<file path="config.mk">
export PLATFORM = sky130hd
export DESIGN_NAME = whb_ctrl
export DESIGN_NICKNAME = d
export VERILOG_FILES = /design/src/hw/rtl/whb_pkg.sv /design/src/hw/rtl/whb_ctrl.sv
export SDC_FILE = /design/constraint.sdc
export NUM_CORES = 1
export LEC_CHECK = 0
export BUFFER_PORTS_ARGS = -buffer_cell sky130_fd_sc_hd__buf_2
export CORE_AREA = 5 5 42 44
export CTS_CLUSTER_DIAMETER = 30
export DETAILED_ROUTE_END_ITERATION = 6
export DIE_AREA = 0 0 47 49
export PLACE_DENSITY = 0.5
export SYNTH_ARGS = -nofsm -noshare
export SYNTH_HDL_FRONTEND = slang
export SYNTH_SLANG_ARGS = --single-unit
</file>
<file path="constraint.sdc">
create_clock -name clk -period 3.2 [get_ports clk]
set_input_delay 0.32 -clock clk [delete_from_list [all_inputs] [get_ports clk]]
set_output_delay 0.32 -clock clk [all_outputs]
set_load 0.02 [all_outputs]
</file>
<file path="src/hw/rtl/whb_pkg.sv">
// Shared types, constants and helpers of the weighted histogram binner.
package whb_pkg;

  // Sizing
  localparam int MAX_BINS = 256;
  localparam int SUM_W    = 48;
  localparam int SLOT_W   = $clog2(MAX_BINS + 1);
  localparam int DEPTH    = MAX_BINS + 1;
  localparam int Q_W      = 32;
  localparam int DIFF_W   = Q_W + 1;
  localparam int IDX_W    = DIFF_W;
  localparam int ADDR_W   = 4;

  // Action codes
  localparam logic [1:0] ACT_BIN  = 2'd0;
  localparam logic [1:0] ACT_READ = 2'd1;
  localparam logic [1:0] ACT_RCLR = 2'd2;

  // Register indexes
  localparam logic [1:0] REG_LOW   = 2'd0;
  localparam logic [1:0] REG_HIGH  = 2'd1;
  localparam logic [1:0] REG_SCALE = 2'd2;
  localparam logic [1:0] REG_NBINS = 2'd3;

  // Saturation limits of a slot sum
  localparam logic signed [SUM_W-1:0] SUM_MAX = {1'b0, {(SUM_W-1){1'b1}}};
  localparam logic signed [SUM_W-1:0] SUM_MIN = {1'b1, {(SUM_W-1){1'b0}}};

  typedef struct packed {
    logic signed [Q_W-1:0] low_end;
    logic signed [Q_W-1:0] high_end;
    logic [Q_W-1:0]        bin_scale;
    logic [SLOT_W-1:0]     num_bins;
  } cfg_t;

  // Controller to datapath
  typedef struct packed {
    logic capture;
    logic calc;
    logic mul;
    logic pick;
    logic rd;
    logic add;
    logic commit;
    logic clr_write;
  } cmd_t;

  // Datapath to controller
  typedef struct packed {
    logic clr_last;
    logic out_free;
  } sts_t;

  // Bins in use: zero counts as one, and the count is capped at MAX_BINS
  function automatic logic [SLOT_W-1:0] eff_bins(input logic [SLOT_W-1:0] n);
    logic [SLOT_W-1:0] r;
    if (n == '0) begin
      r = SLOT_W'(1);
    end else if (n > SLOT_W'(MAX_BINS)) begin
      r = SLOT_W'(MAX_BINS);
    end else begin
      r = n;
    end
    return r;
  endfunction

endpackage

</file>
<file path="src/hw/rtl/whb_ctrl.sv">
// Sequencing state machine: clearing pass, then one item at a time.
module whb_ctrl (
  input  logic          clk,
  input  logic          rst,
  input  logic          in_valid,
  output logic          in_stall,
  input  whb_pkg::sts_t sts,
  output whb_pkg::cmd_t cmd
);
  import whb_pkg::*;

  localparam logic [2:0] S_CLEAR  = 3'd0;
  localparam logic [2:0] S_IDLE   = 3'd1;
  localparam logic [2:0] S_CALC   = 3'd2;
  localparam logic [2:0] S_MUL    = 3'd3;
  localparam logic [2:0] S_PICK   = 3'd4;
  localparam logic [2:0] S_RD     = 3'd5;
  localparam logic [2:0] S_ADD    = 3'd6;
  localparam logic [2:0] S_COMMIT = 3'd7;

  logic [2:0] state;
  logic [2:0] state_next;
  logic       accept;

  assign in_stall = (state != S_IDLE);
  assign accept   = in_valid & ~in_stall;

  // Next state and commands
  always_comb begin
    state_next = state;
    cmd        = '0;
    case (state)
      S_CLEAR: begin
        cmd.clr_write = 1'b1;
        if (sts.clr_last) state_next = S_IDLE;
      end
      S_IDLE: begin
        if (accept) begin
          cmd.capture = 1'b1;
          state_next  = S_CALC;
        end
      end
      S_CALC: begin
        cmd.calc   = 1'b1;
        state_next = S_MUL;
      end
      S_MUL: begin
        cmd.mul    = 1'b1;
        state_next = S_PICK;
      end
      S_PICK: begin
        cmd.pick   = 1'b1;
        state_next = S_RD;
      end
      S_RD: begin
        cmd.rd     = 1'b1;
        state_next = S_ADD;
      end
      S_ADD: begin
        cmd.add    = 1'b1;
        state_next = S_COMMIT;
      end
      S_COMMIT: begin
        // hold until the result register can take the item
        if (sts.out_free) begin
          cmd.commit = 1'b1;
          state_next = S_IDLE;
        end
      end
      default: state_next = S_IDLE;
    endcase
  end

  always_ff @(posedge clk) begin
    if (rst) begin
      state <= S_CLEAR;
    end else begin
      state <= state_next;
    end
  end

  // Checks
  a_clear_stalls: assert property (@(posedge clk) disable iff (rst)
    (state == S_CLEAR) |-> in_stall)
    else $error("item accepted during clearing pass");

  a_accept_starts: assert property (@(posedge clk) disable iff (rst)
    accept |=> (state == S_CALC))
    else $error("accepted item did not start processing");

  a_commit_free: assert property (@(posedge clk) disable iff (rst)
    cmd.commit |-> sts.out_free)
    else $error("result committed over an untaken result");

  a_commit_idle: assert property (@(posedge clk) disable iff (rst)
    cmd.commit |=> (state == S_IDLE))
    else $error("controller did not return to idle after commit");

endmodule

</file>
==> report_table.html <==
<table>
<tr><th>Metric</th><th>Value</th></tr>
<tr><th colspan="2">GRT</th></tr>
<tr><td>Total gr overflow</td><td>0</td></tr>
<tr><td>Number of global-route vias before repair</td><td>280</td></tr>
<tr><td>Total global routing track utilization</td><td>between 6 and 7%</td></tr>
<tr><td>Number of antenna violations at the first check in global routing</td><td>0</td></tr>
<tr><td>Pin count of the biggest net entering global routing</td><td>14</td></tr>
<tr><td>First-pass GRT wire length</td><td>1.007 mm</td></tr>
<tr><th colspan="2">Route</th></tr>
<tr><td>Antenna Violating Nets Remaining</td><td>0</td></tr>
<tr><td>Pre-Repair DR Iteration Count</td><td>4</td></tr>
<tr><td>Final Routed Wirelength</td><td>624 um</td></tr>
<tr><td>Via density per instance</td><td>4.174</td></tr>
<tr><td>Residual DRC count</td><td>0</td></tr>
<tr><td>Post-DR wirelength/cell</td><td>9.043 um</td></tr>
<tr><td>Count of vias placed by the detailed router</td><td>between 200 and 300</td></tr>
<tr><td>Detailed router's first-iteration violation count</td><td>1</td></tr>
<tr><th colspan="2">Setup path</th></tr>
<tr><td>End of the worst register-to-register path</td><td>state[1]</td></tr>
<tr><td>Start-to-end type of the worst setup path</td><td>reg2out</td></tr>
<tr><td>Slack of the worst reg-to-reg path</td><td>1.88 ns</td></tr>
<tr><td>Category of the worst setup path launch point</td><td>register</td></tr>
<tr><td>Worst EP required</td><td>2.88 ns</td></tr>
<tr><td>Critical Path Sink Type</td><td>output port</td></tr>
<tr><td>Data arrival time of the critical path</td><td>1.26 ns</td></tr>
<tr><td>Depth of the worst register-to-register path</td><td>6</td></tr>
<tr><td>Reg-to-reg startpoint</td><td>state[1]</td></tr>
<tr><td>Largest fanout on the critical path</td><td>6</td></tr>
<tr><th colspan="2">Clock network</th></tr>
<tr><td>Number of buffers inserted for hold repair after clock tree synthesis</td><td>0</td></tr>
<tr><td>H-tree Lvls</td><td>1</td></tr>
<tr><td>Clock tree from TritonCTS</td><td>done</td></tr>
<tr><td>Clock network latency to the later pin of the worst-skew pair</td><td>between 0.2 and 0.25 ns</td></tr>
<tr><td># resized after CTS</td><td>0</td></tr>
<tr><td>Clock transition at the registers of the reported paths</td><td>~0.030 ns</td></tr>
<tr><td>CTS sink cnt</td><td>3</td></tr>
<tr><td>Clk Tree Root Cell</td><td>sky130_fd_sc_hd__clkbuf_4</td></tr>
<tr><td>Worst-case clock buffer depth</td><td>2</td></tr>
<tr><td>CTS buffer count</td><td>3</td></tr>
<tr><td>Number of buffers inserted to repair setup after CTS</td><td>0</td></tr>
<tr><th colspan="2">Layout</th></tr>
<tr><td>Max reg flops</td><td>3</td></tr>
<tr><td>Antenna diode count</td><td>0</td></tr>
<tr><td>Layout cell share with drive strength beyond 1</td><td>41.51%</td></tr>
<tr><td>Reg with most FFs</td><td>state</td></tr>
<tr><td>Layout net count</td><td>63</td></tr>
<tr><td>Growth of design area from synthesis to finish</td><td>34.55%</td></tr>
<tr><td>Final std cells w/o fill</td><td>69</td></tr>
<tr><td>Largest registers in the final layout</td><td>state: 3 flops</td></tr>
<tr><td>Post-Route Utilization</td><td>29.55%</td></tr>
<tr><td>Final standard cell area without fillers</td><td>around 410 um^2</td></tr>
<tr><th colspan="2">Timing</th></tr>
<tr><td>Fmax</td><td>630.9 MHz</td></tr>
<tr><td>Worst Skew</td><td>0.001164 ns</td></tr>
<tr><td>Worst hold slack after final layout</td><td>0.3107 ns</td></tr>
<tr><td>Tmin final</td><td>1.585 ns</td></tr>
<tr><td>Transition time at the pin with the least slew margin</td><td>0.3910 ns</td></tr>
<tr><td>Final Hold Violating Endpoints</td><td>0</td></tr>
<tr><td>Setup repair after global routing missed its margin</td><td>false</td></tr>
<tr><td>Final worst slack</td><td>1.615 ns</td></tr>
<tr><td>Fin. max-slew vios</td><td>0</td></tr>
<tr><td>Post-route clock period utilization</td><td>49.53%</td></tr>
<tr><td>Worst slew margin relative to its limit</td><td>73.90%</td></tr>
<tr><td>Total Negative Setup Slacks</td><td>0 ns</td></tr>
<tr><td>Final setup violating endpoints</td><td>0</td></tr>
<tr><th colspan="2">Synth</th></tr>
<tr><td>Seq cells post-synth</td><td>3</td></tr>
<tr><td>Synth Net Count</td><td>46</td></tr>
<tr><td>Synth Cell Area</td><td>~300 um^2</td></tr>
<tr><td>Unique cell type count in the Yosys netlist</td><td>20</td></tr>
<tr><td>YS warnings</td><td>0</td></tr>
<tr><td>Sequential fraction of the synthesis area</td><td>approximately a fifth</td></tr>
<tr><td>Mapped Cells</td><td>37</td></tr>
<tr><td>Mean cell area of the mapped netlist</td><td>just over 8 um^2</td></tr>
<tr><th colspan="2">Power and ir drop</th></tr>
<tr><td>Leakage power</td><td>0.2165 nW</td></tr>
<tr><td>Overall power of the completed layout</td><td>0.3436 mW</td></tr>
<tr><td>Power density of the placed cells</td><td>between 800 and 900 nW/um^2</td></tr>
<tr><td>Peak supply drop</td><td>0.2713 mV</td></tr>
<tr><th colspan="2">Place</th></tr>
<tr><td>RePlAce Congestion</td><td>0.6586</td></tr>
<tr><td>Post-place setup slack</td><td>1.844 ns</td></tr>
<tr><td>Total instance count after detailed placement</td><td>65</td></tr>
<tr><td>Number of I/O port buffers</td><td>13</td></tr>
<tr><td>Placed standard-cell area</td><td>387.9 um^2</td></tr>
<tr><th colspan="2">Floorplan</th></tr>
<tr><td>Core Region</td><td>1401 um^2</td></tr>
<tr><td>Num ports</td><td>14</td></tr>
<tr><td>Die Area</td><td>2303 um^2</td></tr>
<tr><td>FP Rows</td><td>14</td></tr>
<tr><td>Die span in y</td><td>49 um</td></tr>
<tr><td>Starting density of the core</td><td>21.96%</td></tr>
<tr><td>Die width</td><td>between 40 and 50 um</td></tr>
<tr><th colspan="2">Status</th></tr>
<tr><td>Outcome</td><td>complete, no violations</td></tr>
<tr><th colspan="2">Worst hold path</th></tr>
<tr><td>Worst Hold End</td><td>state[2]</td></tr>
<tr><td>Startpoint of the lowest-slack hold path</td><td>rst</td></tr>
<tr><td>Worst hold path depth</td><td>2</td></tr>
<tr><td>Worst hold path class</td><td>in2reg</td></tr>
<tr><th colspan="2">Flow run</th></tr>
<tr><td>Maxcap violations</td><td>0</td></tr>
</table>
worst max-delay path by stage:
stage / start / to / slack (ns) / cells after the start
after floorplan: state[1] / cmd[7] / 1.77 / 4
after global placement: state[1] / cmd[3] / 1.85 / 4
after detailed placement: state[1] / cmd[3] / 1.84 / 4
after CTS: state[1] / cmd[3] / 1.59 / 4
after global routing: state[1] / cmd[7] / 1.50 / 5
final: state[1] / cmd[3] / 1.62 / 4
metal layers:
| layer | track usage (%) | routed length [um] |
|---|---|---|
| met1 | 5.934 | 250 |
| met2 | 9.729 | 315 |
| met3 | 6.642 | 57 |
| met4 | 0 | 0 |
| met5 | 0 | 0 |
synth_stat cells:
library cell	n	share of area, %
sky130_fd_sc_hd__nor3b_1	1	2.4
sky130_fd_sc_hd__and2_2	1	2.4
sky130_fd_sc_hd__a31oi_1	1	2.0
sky130_fd_sc_hd__a21oi_2	2	5.7
sky130_fd_sc_hd__mux2i_1	2	6.5
sky130_fd_sc_hd__and2_1	2	4.1
sky130_fd_sc_hd__ha_1	4	16
sky130_fd_sc_hd__a211oi_1	1	2.4
sky130_fd_sc_hd__dfxtp_1	3	20
sky130_fd_sc_hd__nor3_1	1	1.6
sky130_fd_sc_hd__or2b_1	1	2.4
sky130_fd_sc_hd__nand2b_1	3	6.1
sky130_fd_sc_hd__inv_1	3	3.7
sky130_fd_sc_hd__a211o_1	1	2.8
sky130_fd_sc_hd__nor2b_2	1	2.8
sky130_fd_sc_hd__nor2_1	3	3.7
sky130_fd_sc_hd__nor2b_1	3	6.1
sky130_fd_sc_hd__and3_1	1	2.0
sky130_fd_sc_hd__buf_2	1	1.6
sky130_fd_sc_hd__or2b_2	2	5.7
cells by family (layout without fill, tap and decap cells):
kind of cell,Yosys count,in the layout,synth area share [%]
AO/OA/AOI/OAI,5,5,13.01
adder cells (fa/ha/maj),4,4,16.26
buffers and inverters,4,20,5.283
flip-flops,3,3,19.51
multiplexers,2,2,6.504
AND/OR/NAND/NOR,19,19,39.44
critical path: stages (launching register included):
cell	delay [ns]
sky130_fd_sc_hd__dfxtp_1	0.36
sky130_fd_sc_hd__inv_1	0.08
sky130_fd_sc_hd__ha_1	0.24
sky130_fd_sc_hd__and2_2	0.21
sky130_fd_sc_hd__buf_2	0.15
final cells by class:
cell class,instances,area [um^2]
clock buffers,4,26.28
well taps,16,20.02
inverters,3,11.26
multi-input cells,30,231.5
repair buffers,13,65.06
fillers,169,987.2
flip-flops and latches,3,60.06
cells in the final DEF, fill, tap and decap left out:
cell type                  instances
sky130_fd_sc_hd__a211o_1           1
sky130_fd_sc_hd__a211oi_1          1
sky130_fd_sc_hd__a21oi_2           2
sky130_fd_sc_hd__a31oi_1           1
sky130_fd_sc_hd__and2_1            2
sky130_fd_sc_hd__and2_2            1
sky130_fd_sc_hd__and3_1            1
sky130_fd_sc_hd__buf_2            13
sky130_fd_sc_hd__clkbuf_1          1
sky130_fd_sc_hd__clkbuf_4          3
sky130_fd_sc_hd__dfxtp_1           3
sky130_fd_sc_hd__ha_1              4
sky130_fd_sc_hd__inv_1             3
sky130_fd_sc_hd__mux2i_1           2
sky130_fd_sc_hd__nand2b_1          3
sky130_fd_sc_hd__nor2_1            3
sky130_fd_sc_hd__nor2b_1           3
sky130_fd_sc_hd__nor2b_2           1
sky130_fd_sc_hd__nor3_1            1
sky130_fd_sc_hd__nor3b_1           1
sky130_fd_sc_hd__or2b_1            1
sky130_fd_sc_hd__or2b_2            2
power breakdown:
| part | switching, mW | internal (mW) | total [mW] |
|---|---|---|---|
| registers | 0.0155 | 0.0514 | 0.0669 |
| clock network | 0.0177 | 0.0466 | 0.0643 |
| logic | 0.120 | 0.0922 | 0.212 |
| total | 0.153 | 0.190 | 0.344 |
Note: power is estimated with default switching activity, not from simulation.
