[config.mk]
export PLATFORM = sky130hd
export DESIGN_NAME = whb_regs
export DESIGN_NICKNAME = d
export VERILOG_FILES = /design/src/hw/rtl/whb_pkg.sv /design/src/hw/rtl/whb_regs.sv
export SDC_FILE = /design/constraint.sdc
export NUM_CORES = 1
export LEC_CHECK = 0
export BUFFER_PORTS_ARGS = -buffer_cell sky130_fd_sc_hd__buf_2
export CORE_UTILIZATION = 45
export DETAILED_ROUTE_END_ITERATION = 16
export MAX_ROUTING_LAYER = met4
export PLACE_DENSITY = 0.76
export SETUP_SLACK_MARGIN = 0.4
export SLEW_MARGIN = 30
export SYNTH_ARGS = -nofsm -noshare
export SYNTH_HDL_FRONTEND = slang
export SYNTH_SLANG_ARGS = --single-unit
[constraint.sdc]
create_clock -name clk -period 1.1 [get_ports clk]
set_input_delay 0.165 -clock clk [delete_from_list [all_inputs] [get_ports clk]]
set_output_delay 0.165 -clock clk [all_outputs]
set_load 0.05 [all_outputs]
[src/hw/rtl/whb_pkg.sv]
// Shared types, constants and helpers of the weighted histogram binner.
package whb_pkg;

  // Sizing
  localparam int MAX_BINS = 256;
  localparam int SUM_W    = 48;
  localparam int SLOT_W   = $clog2(MAX_BINS + 1);
  localparam int DEPTH    = MAX_BINS + 1;
  localparam int Q_W      = 32;
  localparam int DIFF_W   = Q_W + 1;
  localparam int IDX_W    = DIFF_W;
  localparam int ADDR_W   = 4;

  // Action codes
  localparam logic [1:0] ACT_BIN  = 2'd0;
  localparam logic [1:0] ACT_READ = 2'd1;
  localparam logic [1:0] ACT_RCLR = 2'd2;

  // Register indexes
  localparam logic [1:0] REG_LOW   = 2'd0;
  localparam logic [1:0] REG_HIGH  = 2'd1;
  localparam logic [1:0] REG_SCALE = 2'd2;
  localparam logic [1:0] REG_NBINS = 2'd3;

  // Saturation limits of a slot sum
  localparam logic signed [SUM_W-1:0] SUM_MAX = {1'b0, {(SUM_W-1){1'b1}}};
  localparam logic signed [SUM_W-1:0] SUM_MIN = {1'b1, {(SUM_W-1){1'b0}}};

  typedef struct packed {
    logic signed [Q_W-1:0] low_end;
    logic signed [Q_W-1:0] high_end;
    logic [Q_W-1:0]        bin_scale;
    logic [SLOT_W-1:0]     num_bins;
  } cfg_t;

  // Controller to datapath
  typedef struct packed {
    logic capture;
    logic calc;
    logic mul;
    logic pick;
    logic rd;
    logic add;
    logic commit;
    logic clr_write;
  } cmd_t;

  // Datapath to controller
  typedef struct packed {
    logic clr_last;
    logic out_free;
  } sts_t;

  // Bins in use: zero counts as one, and the count is capped at MAX_BINS
  function automatic logic [SLOT_W-1:0] eff_bins(input logic [SLOT_W-1:0] n);
    logic [SLOT_W-1:0] r;
    if (n == '0) begin
      r = SLOT_W'(1);
    end else if (n > SLOT_W'(MAX_BINS)) begin
      r = SLOT_W'(MAX_BINS);
    end else begin
      r = n;
    end
    return r;
  endfunction

endpackage

[src/hw/rtl/whb_regs.sv]
// Configuration registers behind the APB-style port.
module whb_regs (
  input  logic                       clk,
  input  logic                       rst,
  input  logic                       psel,
  input  logic                       penable,
  input  logic                       pwrite,
  input  logic [whb_pkg::ADDR_W-1:0] paddr,
  input  logic [31:0]                pwdata,
  output logic [31:0]                prdata,
  output logic                       pready,
  output whb_pkg::cfg_t              cfg
);
  import whb_pkg::*;

  logic       wr_en;
  logic [1:0] reg_idx;

  assign pready  = 1'b1;
  assign wr_en   = psel & penable & pwrite;
  assign reg_idx = paddr[3:2];

  // Write the addressed register
  always_ff @(posedge clk) begin
    if (rst) begin
      cfg.low_end   <= '0;
      cfg.high_end  <= 32'sd16777216;
      cfg.bin_scale <= 32'd65536;
      cfg.num_bins  <= SLOT_W'(MAX_BINS);
    end else if (wr_en) begin
      case (reg_idx)
        REG_LOW:   cfg.low_end   <= pwdata;
        REG_HIGH:  cfg.high_end  <= pwdata;
        REG_SCALE: cfg.bin_scale <= pwdata;
        REG_NBINS: cfg.num_bins  <= pwdata[SLOT_W-1:0];
        default: ;
      endcase
    end
  end

  // Read back the addressed register
  always_comb begin
    case (reg_idx)
      REG_LOW:   prdata = cfg.low_end;
      REG_HIGH:  prdata = cfg.high_end;
      REG_SCALE: prdata = cfg.bin_scale;
      REG_NBINS: prdata = {{(32-SLOT_W){1'b0}}, cfg.num_bins};
      default:   prdata = '0;
    endcase
  end

endmodule

==> results.json, run 1 <==
{
  "worstEpCategory": "output port",
  "status": "did not finish",
  "placed_area_um2": 6870,
  "fp.dieH_um": 107,
  "yosysSeqAreaShare_pct": 42.4,
  "error_line": "[ERROR GRT-0232] Routing congestion too high. Check the congestion heatmap in the GUI.",
  "hpwl_um": 9430,
  "synthTopCellsByArea": "dfxtp_1 (42%), mux2i_1 (26%), nand2b_1 (17%)",
  "ys_ff_latch": 105,
  "cts_buffer_depth": 2,
  "synth.avg_cell_area_um2": 10.4,
  "cts_made_buffers": 9,
  "htreeDepth": 3,
  "overflow": 387,
  "synth_fp_nets": 517,
  "port-buffer-count": 175,
  "synth.top_cell.area_share_pct": 42.4,
  "yosys_warnings": 0,
  "worst_endpoint": "prdata[2]",
  "grt_max_degree": 74,
  "syn-cell-area_um2": 4960,
  "lastStage": "5_1_grt",
  "postCtsHoldBufs": 0,
  "routabilityCongestion": 0.781,
  "grt_use_total_pct": 88.7,
  "clockRootBuffer": "clkbuf_8",
  "rows": 37,
  "antenna_found_initial": 2,
  "die_x_um": 107,
  "cts_sinks": 105,
  "place_ws_ns": -0.350,
  "yosysUniqueCellTypes": 22,
  "yosysTopAreaCell": "dfxtp_1",
  "syn_inst": 476,
  "start_util_pct": 47.2,
  "num_io_pins": 179
}
layer usage:
layer	overflow	track usage [%]
met5	-	-
met2	284	109
met1	1	84.5
met4	101	96.0
met3	1	63.8
cells by family after synthesis:
group,after synthesis,synth area share (%)
simple gates,171,20.5
mux,136,29.7
flops,105,42.4
buf+inv,38,4.72
compound gates,25,2.65
other cells,1,0.0756
synthesized netlist by cell type (all sizes together):
cell type  number
nand2          24
buf            19
a21boi          1
dfxtp         105
mux2i         127
nor3b           1
mux4            9
clkbuf         19
nand2b        134
and3            1
nand3           2
and2            1
a211o           1
nor3            1
nor2            4
nor2b           1
nand3b          1
conb            1
o21ai          23
or3             1
per-stage QoR:
step	setup TNS [ns]	hold WS, ns	std cells
2_1_floorplan	-3.52	0.287	476
3_3_place_gp	-29.03	0.401	805
3_5_place_dp	-32.32	0.411	805
4_1_cts	-11.42	0.0293	867
repair_timing:
item                                    CTS
setup buffers                            42
cloned                                    4
pin swaps                                 7
endpoints found under the setup margin  242
endpoints found under the hold margin     0
resized for setup                       514
==> inputs of run 2 (changes only) <==
Settings changed: CORE_UTILIZATION 45 to 40, MAX_ROUTING_LAYER met4 to default, PLACE_DENSITY 0.76 to default, PLACE_DENSITY_LB_ADDON from default to 0.15, SETUP_SLACK_MARGIN 0.4 to default.
Clock period 1.1 ns to 1.4 ns, I/O delays scaled along.
==> results.json, run 2 <==
{
  "hold_class": "primary input to flip-flop",
  "synth_enable_flop_cells": 0,
  "reg2reg_to": "cfg[25]$_SDFFE_PP1P_",
  "syn_inst": 476,
  "ys.flop_type": "dfxtp_1",
  "netSwitchingPower_w": 0.00160,
  "fin_hold_ws_ns": 0.0962,
  "fin_cells": 834,
  "grt_max_degree": 74,
  "fp.dieH_um": 113,
  "grt_use_total_pct": 20.8,
  "crit_fanout": 3,
  "p_int_w": 0.00506,
  "cpMaxStageDelayCell": "mux4_2",
  "hpwl_um": 8890,
  "dp_cells": 802,
  "yosysTopAreaCell": "dfxtp_1",
  "yosysSeqAreaShare_pct": 42.4,
  "postCtsHoldBufs": 0,
  "port-buffer-count": 175,
  "hold_viol": 0,
  "cp_data_arrival_time_ns": 1.33,
  "clk_pin_slew_ns": 0.07,
  "setup_violations": 9,
  "overflow": 0,
  "final_common_cell": "buf_2",
  "cts_tree": "yes",
  "largestRegisters": "cfg x105",
  "slew_viol_final": 0,
  "failed_checks": "negative setup slack",
  "die_x_um": 113,
  "rows": 40,
  "area_growth_pct": 42.9,
  "synthTopCellsByArea": "dfxtp_1 (42%), mux2i_1 (26%), nand2b_1 (17%)",
  "worstSetupPathType": "flip-flop to output pin",
  "status": "finished, violations left",
  "switching_share_pct": 24.1,
  "antenna_found_initial": 0,
  "rsz0062_at_grt": "yes",
  "combPwrFrac_pct": 12.3,
  "skew_ns": 0,
  "rr_worst_depth": 2,
  "via_count": 4053,
  "fin_crit_sh_pct": 110,
  "crit_path_end_kind": "output pin",
  "crit_path_start_kind": "flip-flop",
  "p_per_area_nw_per_um2": 940,
  "crit_chain": "mux4_2 -> buf_8",
  "cts_sinks": 105,
  "grt_pass1_vias": 4009,
  "antennaDiodeCount": 0,
  "first_pass_iters": 4,
  "async_reset_ff_share_pct": 0,
  "rrSetupSlack_ns": 0.55,
  "drcViolationCount": 0,
  "fill_cells": 1069,
  "p_seq_share_pct": 45.9,
  "ant_nets": 0,
  "ys_ff_latch": 105,
  "routedWlPerCell_um": 15.7,
  "total_leakage_power_nw": 3.46,
  "synth.top_cell.area_share_pct": 42.4,
  "largest_register": "cfg",
  "clockRootBuffer": "clkbuf_16",
  "yosys_warnings": 0,
  "cap_violations": 0,
  "synth.avg_cell_area_um2": 10.4,
  "critical_path.endpoint": "prdata[2]",
  "synth_commonest_cells": "nand2b_1 (134), mux2i_1 (127), dfxtp_1 (105)",
  "start_util_pct": 41.1,
  "critical_path_depth": 2,
  "fin_util_pct": 58.8,
  "via_per_inst": 4.86,
  "yosysMostFrequentCell": "nand2b_1",
  "rr_startpoint": "cfg[25]$_SDFFE_PP1P_",
  "slowest_delay_ns": 0.48,
  "cts_buffer_depth": 2,
  "num_io_pins": 179,
  "worstPathRequired_ns": 1.19,
  "yosysUniqueCellTypes": 22,
  "post-route-min-period_ns": 1.54,
  "holdPathStages": 2,
  "coreArea_um2": 12100,
  "p_clk_share_pct": 41.8,
  "syn-cell-area_um2": 4960,
  "setup_ws_ns": -0.142,
  "largest_reg_flops": 105,
  "fmax_mhz": 649,
  "drt-total-wl_um": 13100,
  "cp_num_buf_inv": 1,
  "final_nets": 703,
  "cpLargestDelayFamily": "multiplexers",
  "routabilityCongestion": 0.744,
  "finalPower_w": 0.00667,
  "cts_made_buffers": 9,
  "drtIter0Drc": 133,
  "drive_gt1_share_pct": 47.9,
  "htreeDepth": 3,
  "ir_worst_vdd_v": 0.000525,
  "crit_path_start": "cfg[75]$_SDFFE_PP0P_",
  "grt_pass1_wl_um": 20900,
  "insertion_delay_ns": 0.34,
  "dieArea_um2": 12900,
  "layout.cells.most_common_list": "buf_2 (142), nand2b_1 (134), mux2i_1 (113), dfxtp_1 (65), dfxtp_2 (40)",
  "synth_fp_nets": 517
}
-- run 2: cell counts after synthesis --
Identical to the previous run, type by type.
-- run 2: stage by stage --
step	instance area (um2)	setup WS, ns	TNS [ns]
6_report	7090	-0.142	-1.21
5_1_grt	7090	-0.176	-1.53
4_1_cts	6910	-0.148	-1.25
3_5_place_dp	6290	-0.0905	-2.04
3_3_place_gp	6290	-0.0702	-1.27
2_1_floorplan	5120	-0.0743	-1.04
-- run 2: worst reg2reg max path, delay by kind of cell, from the launching register on --
family         cells  cell delay (ns)
AO/OA/AOI/OAI      2             0.40
flip-flops         1             0.34
-- run 2: power by group through the flow --
stage	Combinational, W	Clock, W	Sequential (W)
global route	0.000868	0.00299	0.00306
floorplan	0.000402	0	0.00325
global placement	0.000758	0	0.00312
finish	0.000817	0.00279	0.00306
detailed placement	0.000767	0	0.00312
CTS	0.000804	0.00285	0.00306
-- run 2: logic make-up (layout without fill, tap and decap cells) --
kind of cell | count (synthesis) | after routing | share of synthesized area [%]
mux | 136 | 136 | 29.7
compound gates | 25 | 25 | 2.65
flops | 105 | 105 | 42.4
simple gates | 171 | 171 | 20.5
other cells | 1 | 1 | 0.0756
buf+inv | 38 | 228 | 4.72
-- run 2: worst min-delay path by stage --
| stage | startpoint | end |
|---|---|---|
| floorplan | pwdata[16] | cfg[25]$_SDFFE_PP1P_ |
| CTS | pwdata[16] | cfg[25]$_SDFFE_PP1P_ |
| detailed placement | pwdata[16] | cfg[25]$_SDFFE_PP1P_ |
| finish | pwdata[16] | cfg[25]$_SDFFE_PP1P_ |
| global route | pwdata[16] | cfg[25]$_SDFFE_PP1P_ |
| global placement | pwdata[16] | cfg[25]$_SDFFE_PP1P_ |
-- run 2: area by class of cell --
cell class                      count  area [um2]  area share, %
Tap cell                          168         210           2.96
Multi-Input combinational cell    333        2880           40.6
Timing Repair Buffer              213        1520           21.5
Clock buffer                       13         270           3.81
Clock inverter                      2        60.1          0.847
Sequential cell                   105        2150           30.3
-- run 2: timing repair --
action,in CTS,in global routing
endpoints found under the setup margin,30,32
gates resized for setup,68,62
setup buffers,13,4
-- run 2: layer usage --
| metal | up-vias | part of all wire, % | GRT usage (%) |
|---|---|---|---|
| met2 | 122 | 49 | 34.8 |
| met1 | 1944 | 46 | 27.1 |
| met4 | 0 | 0.71 | 5.35 |
| met5 | - | 0 | 0 |
| li1 | 1978 | - | - |
| met3 | 9 | 4.9 | 4.89 |
Note: power is estimated with default switching activity, not from simulation.
==> inputs of run 3 (changes only) <==
Settings changed: SKIP_CTS_REPAIR_TIMING from default to 1.
==> results.json, run 3 (synthesized netlist as in run 2, its figures left out) <==
{
  "failed_checks": "negative setup slack",
  "cts_tree": "yes",
  "grt_max_degree": 74,
  "p_seq_share_pct": 45.9,
  "grt_pass1_wl_um": 20200,
  "holdPathStages": 2,
  "final_common_cell": "buf_2",
  "layout.cells.most_common_list": "buf_2 (142), nand2b_1 (134), mux2i_1 (112), dfxtp_1 (79), dfxtp_2 (26)",
  "place_ws_ns": -0.0905,
  "antenna_found_initial": 0,
  "antennaDiodeCount": 0,
  "crit_fanout": 3,
  "htreeDepth": 3,
  "cts_made_buffers": 9,
  "largest_reg_flops": 105,
  "fp.dieH_um": 113,
  "cap_violations": 0,
  "worstPathRequired_ns": 1.19,
  "drt-total-wl_um": 12900,
  "cts_sinks": 105,
  "clk_pin_slew_ns": 0.07,
  "setup_ws_ns": -0.143,
  "via_count": 4054,
  "final_nets": 695,
  "setup_tns_ns": -1.21,
  "hold_viol": 0,
  "routedWlPerCell_um": 15.7,
  "insertion_delay_ns": 0.34,
  "p_clk_share_pct": 41.8,
  "cp_data_arrival_time_ns": 1.33,
  "cts_buffer_depth": 2,
  "port-buffer-count": 175,
  "drive_gt1_share_pct": 45.3,
  "largest_register": "cfg",
  "via_per_inst": 4.91,
  "area_growth_pct": 41.8,
  "netSwitchingPower_w": 0.00161,
  "crit_path_start_kind": "flip-flop",
  "fin_cells": 826,
  "slew_viol_final": 0,
  "routabilityCongestion": 0.744,
  "worstSetupPathType": "flip-flop to output pin",
  "hpwl_um": 8890,
  "overflow": 0,
  "setup_violations": 9,
  "fin_crit_sh_pct": 110,
  "hold_class": "primary input to flip-flop",
  "drcViolationCount": 0,
  "dieArea_um2": 12900,
  "switching_share_pct": 24.1,
  "ir_worst_vdd_v": 0.000523,
  "ant_nets": 0,
  "grt_pass1_vias": 3893,
  "rsz0062_at_grt": "yes",
  "start_util_pct": 41.1,
  "drtIter0Drc": 118,
  "first_pass_iters": 4,
  "dp_cells": 802,
  "grt_use_total_pct": 20.1,
  "p_per_area_nw_per_um2": 947,
  "largestRegisters": "cfg x105",
  "combPwrFrac_pct": 12.3,
  "post-route-min-period_ns": 1.54,
  "status": "finished, violations left",
  "clockRootBuffer": "clkbuf_16",
  "rows": 40,
  "fmax_mhz": 648,
  "rrSetupSlack_ns": 0.55,
  "rr_worst_depth": 2,
  "num_io_pins": 179,
  "die_x_um": 113,
  "skew_ns": 0,
  "total_leakage_power_nw": 3.40,
  "p_int_w": 0.00506,
  "coreArea_um2": 12100,
  "crit_path_end_kind": "output pin"
}
## run 3: changes by cell type in the layout (fill, tap and decap cells not counted), moves of 3 or more
| cell | before | now |
|---|---|---|
| buf_8 | 9 | 6 |
| mux2i_4 | 4 | 7 |
| buf_4 | 31 | 22 |
| buf_6 | 16 | 20 |
| dfxtp_2 | 40 | 26 |
| dfxtp_1 | 65 | 79 |
## run 3: worst paths after layout
kind | start | endpoint
max | cfg[3]$_SDFFE_PP0P_ | prdata[3]
min | pwdata[16] | cfg[25]$_SDFFE_PP1P_
max reg2reg | cfg[25]$_SDFFE_PP1P_ | cfg[25]$_SDFFE_PP1P_
min reg2reg | cfg[30]$_SDFFE_PP0P_ | cfg[30]$_SDFFE_PP0P_
## run 3: worst max-delay path, stage by stage, from the launching register on
cell	delay, ns
dfxtp_2	0.33
mux4_2	0.49
buf_8	0.17
## run 3: final cells by class
type	instances	area (um2)
fillers	1068	5020
repair buffers	205	1450
flip-flops and latches	105	2130
well taps	168	210
multi-input cells	333	2910
clock inverters	2	60.1
clock buffers	13	270
## run 3: layer usage
| layer | global-route usage (%) | part of all wire (%) | up-vias |
|---|---|---|---|
| met5 | 0 | 0 | - |
| met4 | 5.35 | 0.94 | 0 |
| met3 | 4.78 | 5.2 | 11 |
| met2 | 33.1 | 48 | 117 |
| met1 | 26.6 | 46 | 1953 |
| li1 | - | - | 1973 |
## run 3: metrics by stage
step	cell area [um2]	total power [W]	utilization, %	hold WS (ns)
floorplan	5120	0.00366	-	0.328
global placement	6290	0.00388	52.1	0.435
detailed placement	6290	0.00389	52.1	0.444
CTS	6620	0.00668	54.9	0.0880
global route	7040	0.00691	58.4	0.0883
finish	7040	0.00667	58.4	0.0936
## run 3: power by group through the flow
stage	Combinational, W	Sequential [W]	Clock (W)
after global routing	0.000867	0.00306	0.00298
after floorplan	0.000402	0.00325	0
after detailed placement	0.000767	0.00312	0
after CTS	0.000769	0.00306	0.00285
final	0.000818	0.00306	0.00279
after global placement	0.000758	0.00312	0
